<file path="src/rtl/crmsd_pkg.sv">
// Shared sizes, constants and controller/datapath handshake types for the
// coordinate RMSD accumulator. No dependencies; every other rtl file imports it.
package crmsd_pkg;

  // Input coordinate format: signed, 12 fraction bits
  localparam int COORD_BITS = 20;
  localparam int MAX_POINTS = 65536;
  localparam int COUNT_BITS = 17;
  localparam int SUM_BITS   = 60;
  localparam int DEV_BITS   = 21;
  localparam int IN_BITS    = 6 * COORD_BITS;
  localparam int OUT_BITS   = 40;

  // Derived datapath widths
  localparam int MAG_BITS   = COORD_BITS + 1;
  localparam int SQ_BITS    = 2 * MAG_BITS;
  localparam int SUM3_BITS  = SQ_BITS + 2;
  localparam int ROOT_BITS  = SUM_BITS / 2;
  localparam int DIV_CNT_BITS  = $clog2(SUM_BITS);
  localparam int ROOT_CNT_BITS = $clog2(ROOT_BITS);

  localparam logic [COUNT_BITS-1:0] COUNT_FULL = COUNT_BITS'(MAX_POINTS);
  localparam logic [SUM_BITS-1:0]   SUM_MAX    = {SUM_BITS{1'b1}};
  localparam logic [DEV_BITS-1:0]   DEV_MAX    = {DEV_BITS{1'b1}};

  // Commands from the controller to the datapath
  typedef struct packed {
    logic take;        // accept the presented item into the pipeline
    logic div_start;   // latch sum and count, clear the accumulators
    logic root_start;  // start the square root on the quotient
    logic out_load;    // load the result into the output register
  } crmsd_cmd_t;

  // Status from the datapath to the controller
  typedef struct packed {
    logic pipe_busy;   // squares still in flight
    logic div_done;    // divider finished this cycle
    logic root_done;   // root unit finished this cycle
    logic out_full;    // output register holds an untaken item
  } crmsd_status_t;

endpackage

</file>
<file path="src/rtl/crmsd_div.sv">
// Restoring divider, one quotient bit per cycle: sum / count.
// Depends on crmsd_pkg.
module crmsd_div
  import crmsd_pkg::*;
(
  input  logic                  clk,
  input  logic                  rst,
  input  logic                  start,
  input  logic [SUM_BITS-1:0]   dividend,
  input  logic [COUNT_BITS-1:0] divisor,
  output logic                  done,
  output logic [SUM_BITS-1:0]   quotient
);

  localparam logic [DIV_CNT_BITS-1:0] LAST_STEP = DIV_CNT_BITS'(SUM_BITS - 1);

  logic                    busy;
  logic [DIV_CNT_BITS-1:0] cnt;
  logic [COUNT_BITS-1:0]   dsr;
  logic [COUNT_BITS-1:0]   rem;
  logic [COUNT_BITS:0]     shifted;
  logic [COUNT_BITS:0]     diff;

  // Trial subtract of the divisor from the shifted remainder
  always_comb begin
    shifted = {rem, quotient[SUM_BITS-1]};
    diff    = shifted - {1'b0, dsr};
  end

  // Control: busy flag, step count
  always_ff @(posedge clk) begin
    if (rst) begin
      busy <= 1'b0;
      cnt  <= '0;
      done <= 1'b0;
    end else begin
      done <= 1'b0;
      if (start) begin
        busy <= 1'b1;
        cnt  <= '0;
      end else if (busy) begin
        cnt <= cnt + 1'b1;
        if (cnt == LAST_STEP) begin
          busy <= 1'b0;
          done <= 1'b1;
        end
      end
    end
  end

  // Datapath: shift the quotient in where the dividend shifts out
  always_ff @(posedge clk) begin
    if (start) begin
      quotient <= dividend;
      dsr      <= divisor;
      rem      <= '0;
    end else if (busy) begin
      if (!diff[COUNT_BITS]) begin
        rem      <= diff[COUNT_BITS-1:0];
        quotient <= {quotient[SUM_BITS-2:0], 1'b1};
      end else begin
        rem      <= shifted[COUNT_BITS-1:0];
        quotient <= {quotient[SUM_BITS-2:0], 1'b0};
      end
    end
  end

endmodule

</file>
<file path="src/rtl/crmsd_sqrt.sv">
// Digit-by-digit floor square root, one root bit per cycle.
// Depends on crmsd_pkg.
module crmsd_sqrt
  import crmsd_pkg::*;
(
  input  logic                 clk,
  input  logic                 rst,
  input  logic                 start,
  input  logic [SUM_BITS-1:0]  radicand,
  output logic                 done,
  output logic [ROOT_BITS-1:0] root
);

  localparam int REM_BITS = ROOT_BITS + 2;
  localparam logic [ROOT_CNT_BITS-1:0] LAST_STEP = ROOT_CNT_BITS'(ROOT_BITS - 1);

  logic                     busy;
  logic [ROOT_CNT_BITS-1:0] cnt;
  logic [SUM_BITS-1:0]      src;
  logic [REM_BITS-1:0]      rem;
  logic [REM_BITS+1:0]      cur;
  logic [REM_BITS+1:0]      trial;
  logic [REM_BITS+1:0]      diff;

  // Bring down two radicand bits, try root*4+1
  always_comb begin
    cur   = {rem, src[SUM_BITS-1 -: 2]};
    trial = {2'b00, root, 2'b01};
    diff  = cur - trial;
  end

  // Control: busy flag, step count
  always_ff @(posedge clk) begin
    if (rst) begin
      busy <= 1'b0;
      cnt  <= '0;
      done <= 1'b0;
    end else begin
      done <= 1'b0;
      if (start) begin
        busy <= 1'b1;
        cnt  <= '0;
      end else if (busy) begin
        cnt <= cnt + 1'b1;
        if (cnt == LAST_STEP) begin
          busy <= 1'b0;
          done <= 1'b1;
        end
      end
    end
  end

  // Datapath: one root bit per step
  always_ff @(posedge clk) begin
    if (start) begin
      src  <= radicand;
      rem  <= '0;
      root <= '0;
    end else if (busy) begin
      src <= {src[SUM_BITS-3:0], 2'b00};
      if (cur >= trial) begin
        rem  <= diff[REM_BITS-1:0];
        root <= {root[ROOT_BITS-2:0], 1'b1};
      end else begin
        rem  <= cur[REM_BITS-1:0];
        root <= {root[ROOT_BITS-2:0], 1'b0};
      end
    end
  end

endmodule

</file>
<file path="src/rtl/crmsd_datapath.sv">
// Datapath: squared-distance pipeline, accumulators, divide, root, output register.
// Depends on crmsd_pkg, crmsd_div and crmsd_sqrt.
module crmsd_datapath
  import crmsd_pkg::*;
(
  input  logic                  clk,
  input  logic                  rst,
  input  crmsd_cmd_t            cmd,
  output crmsd_status_t         status,
  input  logic [IN_BITS-1:0]    in_data,
  output logic [OUT_BITS-1:0]   out_data,
  output logic                  out_flag,
  input  logic                  out_taken
);

  logic [MAG_BITS-1:0]   mag [3];
  logic [MAG_BITS-1:0]   mag_q [3];
  logic [SQ_BITS-1:0]    sq_q [3];
  logic [SUM3_BITS-1:0]  sum3_q;
  logic                  a_valid;
  logic                  b_valid;
  logic                  c_valid;
  logic [SUM_BITS-1:0]   squared_sum;
  logic [SUM_BITS:0]     sum_wide;
  logic [COUNT_BITS-1:0] pair_count;
  logic                  overflow_seen;
  logic                  count_full;
  logic [COUNT_BITS-1:0] hold_total;
  logic                  hold_ovf;
  logic [SUM_BITS-1:0]   quotient;
  logic [ROOT_BITS-1:0]  root;
  logic [DEV_BITS-1:0]   dev_sat;
  logic                  out_full;

  // Per-axis difference magnitude
  always_comb begin
    logic [COORD_BITS-1:0] a;
    logic [COORD_BITS-1:0] b;
    logic [COORD_BITS:0]   d;
    for (int i = 0; i < 3; i++) begin
      a = in_data[i*COORD_BITS +: COORD_BITS];
      b = in_data[(i+3)*COORD_BITS +: COORD_BITS];
      d = {a[COORD_BITS-1], a} - {b[COORD_BITS-1], b};
      mag[i] = d[COORD_BITS] ? (~d + 1'b1) : d;
    end
  end

  assign count_full = (pair_count == COUNT_FULL);
  assign sum_wide   = {1'b0, squared_sum} + (SUM_BITS+1)'(sum3_q);

  // Pipeline valid flags
  always_ff @(posedge clk) begin
    if (rst) begin
      a_valid <= 1'b0;
      b_valid <= 1'b0;
      c_valid <= 1'b0;
    end else begin
      a_valid <= cmd.take && !count_full;
      b_valid <= a_valid;
      c_valid <= b_valid;
    end
  end

  // Pipeline payload: magnitudes, squares, three-axis sum
  always_ff @(posedge clk) begin
    mag_q <= mag;
    for (int i = 0; i < 3; i++) begin
      sq_q[i] <= mag_q[i] * mag_q[i];
    end
    sum3_q <= SUM3_BITS'(sq_q[0]) + SUM3_BITS'(sq_q[1]) + SUM3_BITS'(sq_q[2]);
  end

  // Accumulators; clear when the divide takes the set
  always_ff @(posedge clk) begin
    if (rst || cmd.div_start) begin
      squared_sum   <= '0;
      pair_count    <= '0;
      overflow_seen <= 1'b0;
    end else begin
      if (cmd.take) begin
        if (count_full) overflow_seen <= 1'b1;
        else            pair_count    <= pair_count + 1'b1;
      end
      if (c_valid) begin
        squared_sum <= sum_wide[SUM_BITS] ? SUM_MAX : sum_wide[SUM_BITS-1:0];
      end
    end
  end

  // Hold count and overflow of the set under computation
  always_ff @(posedge clk) begin
    if (cmd.div_start) begin
      hold_total <= pair_count;
      hold_ovf   <= overflow_seen;
    end
  end

  crmsd_div u_div (
    .clk      (clk),
    .rst      (rst),
    .start    (cmd.div_start),
    .dividend (squared_sum),
    .divisor  (pair_count),
    .done     (status.div_done),
    .quotient (quotient)
  );

  crmsd_sqrt u_sqrt (
    .clk      (clk),
    .rst      (rst),
    .start    (cmd.root_start),
    .radicand (quotient),
    .done     (status.root_done),
    .root     (root)
  );

  assign dev_sat = (root > ROOT_BITS'(DEV_MAX)) ? DEV_MAX : root[DEV_BITS-1:0];

  // Output register
  always_ff @(posedge clk) begin
    if (rst) begin
      out_full <= 1'b0;
    end else if (cmd.out_load) begin
      out_full <= 1'b1;
    end else if (out_taken) begin
      out_full <= 1'b0;
    end
  end

  always_ff @(posedge clk) begin
    if (cmd.out_load) begin
      out_data <= {(OUT_BITS-DEV_BITS-COUNT_BITS)'(0), hold_total, dev_sat};
      out_flag <= hold_ovf;
    end
  end

  assign status.pipe_busy = a_valid || b_valid || c_valid;
  assign status.out_full  = out_full;

endmodule

</file>
<file path="src/rtl/crmsd_ctrl.sv">
// Controller: accumulate, drain, divide, root, hand over to the output register.
// Depends on crmsd_pkg.
module crmsd_ctrl
  import crmsd_pkg::*;
(
  input  logic          clk,
  input  logic          rst,
  input  logic          in_valid,
  input  logic          in_last,
  output logic          in_ready,
  output crmsd_cmd_t    cmd,
  input  crmsd_status_t status
);

  localparam logic [2:0] ST_ACCUM  = 3'd0;
  localparam logic [2:0] ST_DRAIN  = 3'd1;
  localparam logic [2:0] ST_DIV    = 3'd2;
  localparam logic [2:0] ST_ROOT   = 3'd3;
  localparam logic [2:0] ST_FINISH = 3'd4;

  logic [2:0] state;
  logic [2:0] state_next;

  assign in_ready = (state == ST_ACCUM);

  // Next state and commands
  always_comb begin
    state_next     = state;
    cmd            = '0;
    cmd.take       = in_ready && in_valid;
    unique case (state)
      ST_ACCUM: begin
        if (in_valid && in_last) state_next = ST_DRAIN;
      end
      ST_DRAIN: begin
        if (!status.pipe_busy) begin
          cmd.div_start = 1'b1;
          state_next    = ST_DIV;
        end
      end
      ST_DIV: begin
        if (status.div_done) begin
          cmd.root_start = 1'b1;
          state_next     = ST_ROOT;
        end
      end
      ST_ROOT: begin
        if (status.root_done) state_next = ST_FINISH;
      end
      ST_FINISH: begin
        if (!status.out_full) begin
          cmd.out_load = 1'b1;
          state_next   = ST_ACCUM;
        end
      end
      default: state_next = ST_ACCUM;
    endcase
  end

  always_ff @(posedge clk) begin
    if (rst) state <= ST_ACCUM;
    else     state <= state_next;
  end

endmodule

</file>
<file path="src/rtl/coordinate_rmsd_accumulator_core.sv">
// Top level of the coordinate RMSD accumulator: controller plus datapath.
// Depends on crmsd_pkg, crmsd_ctrl and crmsd_datapath.
//
//   Channel  Dir  Payload
//   s_axis   in   tdata: six 20-bit signed coordinates; tlast: final pair
//   m_axis   out  tdata: deviation, pair count; tuser: overflow
//
// Pairs are taken one per cycle while a set accumulates; the squared
// distance pipeline is three registers deep and feeds the sum.
// After the final pair the block drains the pipeline, runs the 60-step
// divider and the 30-step root and loads the output register; s_axis_tready
// stays low through these steps, so the next set may start only after the load.
// A result waits in the output register; a further result waits for it.
// Reset clears the accumulators, the pipeline and the output register.
module coordinate_rmsd_accumulator_core
  import crmsd_pkg::*;
(
  input  logic                clk,
  input  logic                rst,
  input  logic                s_axis_tvalid,
  output logic                s_axis_tready,
  // first_x, first_y, first_z, second_x, second_y, second_z (20 bits each)
  input  logic [IN_BITS-1:0]  s_axis_tdata,
  input  logic                s_axis_tlast,
  output logic                m_axis_tvalid,
  input  logic                m_axis_tready,
  // deviation [20:0], pair_total [37:21], zero fill [39:38]
  output logic [OUT_BITS-1:0] m_axis_tdata,
  // overflow [0]
  output logic                m_axis_tuser
);

  crmsd_cmd_t    cmd;
  crmsd_status_t status;

  crmsd_ctrl u_ctrl (
    .clk      (clk),
    .rst      (rst),
    .in_valid (s_axis_tvalid),
    .in_last  (s_axis_tlast),
    .in_ready (s_axis_tready),
    .cmd      (cmd),
    .status   (status)
  );

  crmsd_datapath u_datapath (
    .clk       (clk),
    .rst       (rst),
    .cmd       (cmd),
    .status    (status),
    .in_data   (s_axis_tdata),
    .out_data  (m_axis_tdata),
    .out_flag  (m_axis_tuser),
    .out_taken (m_axis_tvalid && m_axis_tready)
  );

  assign m_axis_tvalid = status.out_full;

endmodule
</file>
<file path="config.mk">
export PLATFORM = sky130hd
export DESIGN_NAME = coordinate_rmsd_accumulator_core
export DESIGN_NICKNAME = d
export VERILOG_FILES = /design/src/rtl/crmsd_pkg.sv /design/src/rtl/crmsd_div.sv /design/src/rtl/crmsd_sqrt.sv /design/src/rtl/crmsd_datapath.sv /design/src/rtl/crmsd_ctrl.sv /design/src/rtl/coordinate_rmsd_accumulator_core.sv
export SDC_FILE = /design/constraint.sdc
export NUM_CORES = 2
export LEC_CHECK = 0
export ABC_AREA = 1
export BUFFER_PORTS_ARGS = -buffer_cell sky130_fd_sc_hd__buf_4
export CAP_MARGIN = 25
export CORE_UTILIZATION = 71
export DETAILED_ROUTE_END_ITERATION = 8
export PLACE_DENSITY = 0.89
export RECOVER_POWER = 100
export SLEW_MARGIN = 10
export SYNTH_ARGS = -nofsm -noshare
export SYNTH_HDL_FRONTEND = slang
export SYNTH_SLANG_ARGS = --single-unit
</file>
<file path="constraint.sdc">
create_clock -name clk -period 11.3 [get_ports clk]
set_input_delay 1.695 -clock clk [delete_from_list [all_inputs] [get_ports clk]]
set_output_delay 1.695 -clock clk [all_outputs]
set_load 0.02 [all_outputs]
</file>
==> flow_metrics.tcl <==
set metrics [dict create \
    place.gp.congestion 1.041 \
    end_kind "flop" \
    seq_area_um2 13500 \
    r2r_slack_ns 2.86 \
    nets 11900 \
    period_share 0.7466 \
    worst_pin_slew_ns 4.244 \
    worstPathCellList "inv_1 > nor3_1 > nand2_1 > clkbuf_1 > inv_1 > clkbuf_1 > nor2_1 > clkbuf_1 > clkinv_1 > clkbuf_1" \
    synthArstFlopShare 0 \
    post-route-min-period_ns 8.436 \
    postCtsResizedCells 0 \
    path_delay_family "buffers and inverters" \
    r2r_end "u_datapath.u_div.quotient[4]$_DFFE_PP_" \
    wire_per_inst_um 17.73 \
    critPathLaunchType "flop" \
    hp-class "flop to flop" \
    ys_types 62 \
    grt_use_total 0.3822 \
    setup_viol 0 \
    layout-area-overhead-vs-synth_pct 5.920 \
    ys_top_cells_by_area "fa_1, nand2_1, inv_1" \
    multi_input_area_um2 52160 \
    fillers 7822 \
    r2r_start "u_ctrl.state[0]$_SDFFE_PP0P_" \
    final_hold_viol_count 0 \
    syn-instance-count 10080 \
    holdPathStages 0 \
    critical_path.max_fanout 102 \
    syn_avg_cell_area_um2 7.509 \
    clk_path_buf_depth 3 \
    vias_per_cell 5.677 \
    max_stage_delay_ns 3.00 \
    final_cell_mix "nand2_1, inv_1, fa_1" \
    layout-drive-gt1-share 0.03571 \
    path_buf_inv 7 \
    drt-total-wl_mm 205.3 \
    cp.arrival_ns 8.60 \
    overflow 0 \
    route.detailed.drc 18 \
    die_x_um 328.5 \
    dr.pass1.iters 9 \
    hold_start "u_datapath.overflow_seen$_SDFFE_PP0P_" \
    layout_commonest_cell "nand2_1" \
    slowest_stage "clkbuf_1" \
    critPathRequiredTime_ns 11.46 \
    via_count 65770 \
    synth_seq_cells 586 \
    hold_buffers 0 \
    port_buffers 165 \
    drv_slew 610 \
    core_um2 105600 \
    rsz0062_at_grt "false" \
    fin_skew_ns 0.02830 \
    antennaDiodeCount 0 \
    grt_pass1_vias 66840 \
    ant_nets 0 \
    root_buffer "clkbuf_16" \
    violations "DRC, capacitance limit, slew limit" \
    seq_area_frac_synth 0.1784 \
    cts_tree "done" \
    rows 119 \
    cpMostUsedCell "clkbuf_1" \
    clk_pin_slew_worst_paths_ns 0.06 \
    synth_top_cell_by_area "fa_1" \
    synth_edf_count 177 \
    numCtsBuffers 67 \
    die_h_um 328.5 \
    place_hpwl_mm 167.9 \
    start_util 0.7171 \
    slew_headroom -1.830 \
    post_cts_buffers 0 \
    yosysWarnings 0 \
    antenna_found_initial 1 \
    grt_max_degree 103 \
    clock_sinks 586 \
    htreeDepth 3 \
    fmax_mhz 118.5 \
    syn_area_um2 75700 \
    tns_ns 0 \
    synth_top_area_share 0.2478 \
    dieArea_um2 107900 \
    synth_ff_type "dfxtp_1" \
    drv_cap 11 \
    criticalPathCategory "flop to flop" \
    grt_pass1_wl_mm 330.1 \
    status "finished, violations left" \
    drt_first_iter_violations 5502 \
    reg2reg_depth 10 \
    clk_latency_ns 0.65 \
    io_pins 168 \
    min_to "u_datapath.hold_ovf$_DFFE_PP_" \
]
worst max-delay path by stage:
stage / startpoint / end / slack, ns / depth (start not counted)
2_1_floorplan: u_datapath.mag_q[61]$_DFF_P_ / u_datapath.sq_q[0][31]$_DFF_P_ / 5.13 / 22
3_3_place_gp: u_datapath.mag_q[8]$_DFF_P_ / u_datapath.sq_q[0][113]$_DFF_P_ / 4.60 / 24
3_5_place_dp: u_datapath.mag_q[8]$_DFF_P_ / u_datapath.sq_q[0][113]$_DFF_P_ / 4.29 / 24
4_1_cts: u_datapath.mag_q[8]$_DFF_P_ / u_datapath.sq_q[0][113]$_DFF_P_ / 4.30 / 24
5_1_grt: u_ctrl.state[0]$_SDFFE_PP0P_ / u_datapath.u_div.quotient[4]$_DFFE_PP_ / 2.19 / 10
6_report: u_ctrl.state[0]$_SDFFE_PP0P_ / u_datapath.u_div.quotient[4]$_DFFE_PP_ / 2.86 / 10
layout make-up:
type,instances,share of cell area
multi-input combinational,6879,0.6505
sequential,586,0.1684
inverter,2407,0.1127
clock buffer,84,0.02286
tap,1391,0.02171
timing repair buffer,198,0.01734
clock inverter,39,0.006445
cells in the mapped netlist, drive strengths merged, types with 2 or more instances:
cell / count
nand4: 78
dfxtp: 409
nor2: 638
a31oi: 43
o21ai: 388
o221ai: 2
nand2: 2512
o31ai: 5
o21a: 28
o211a: 2
clkinv: 2
o21bai: 37
o22ai: 2
or2: 13
a21oi: 488
fa: 937
nand3: 394
a21o: 49
nor3b: 4
nand3b: 18
o2111ai: 4
and3: 7
a22oi: 30
nor3: 103
nor4: 24
xnor2: 119
o211ai: 15
mux2: 2
xor2: 215
inv: 2405
edfxtp: 177
clkbuf: 175
a21boi: 13
buf: 35
ha: 699
a211oi: 4
stage by stage:
step	instances	area (um2)	utilization	hold WS, ns	setup slack, ns
after floorplan	10080	75700	-	0.3614	5.130
after global routing	11580	80180	0.7596	0.4369	2.193
final	11580	80180	0.7596	0.4399	2.864
after detailed placement	11450	77980	0.7387	0.4173	4.291
after CTS	11580	80330	0.7610	0.4337	4.301
after global placement	11450	77980	0.7387	0.4033	4.595
worst reg2reg max path, cell delays in order, from the launching register on:
cell and delay, ns:
dfxtp_1 0.33, inv_1 0.08, nor3_1 0.27, nand2_1 0.10
clkbuf_1 0.71, inv_1 0.36, clkbuf_1 3.00, nor2_1 0.09
clkbuf_1 0.54, clkinv_1 0.13, clkbuf_1 2.27
flip-flops by register name, summed over array words and instances (netlist names), 5 cells and up:
| name | cells |
|---|---|
| u_datapath.u_div.rem | 17 |
| u_datapath.squared_sum | 60 |
| u_datapath.out_data | 38 |
| u_datapath.pair_count | 17 |
| u_datapath.u_div.dsr | 17 |
| u_datapath.sum3_q | 44 |
| u_datapath.sq_q | 123 |
| u_datapath.mag_q | 63 |
| u_datapath.u_sqrt.src | 60 |
| u_datapath.u_sqrt.root | 30 |
| u_datapath.u_div.cnt | 6 |
| u_datapath.u_sqrt.cnt | 5 |
| u_datapath.u_div.quotient | 60 |
| u_datapath.u_sqrt.rem | 32 |
layer usage:
metal	vias up	track usage	wire, um
li1	30870	-	-
met5	-	0	9
met1	31230	0.4883	80420
met2	3040	0.6507	98860
met4	2	0.1736	9667
met3	627	0.04517	16380
kinds of logic (layout without fill, tap and decap cells):
group                    Yosys count  after routing  synth area share
AO/OA/AOI/OAI                   1112           1112           0.08162
XOR/XNOR                         334            334           0.03864
adder cells (fa/ha/maj)         1636           1636            0.3633
buffers and inverters           2617           2728            0.1314
flip-flops                       586            586            0.1784
multiplexers                       2              2         0.0002975
other                              1              2        0.00004954
AND/OR/NAND/NOR                 3793           3793            0.2063
Power is left out: the tool's default activity adds up to more than one toggle a clock period on the data nets, which glitch-free logic cannot reach.
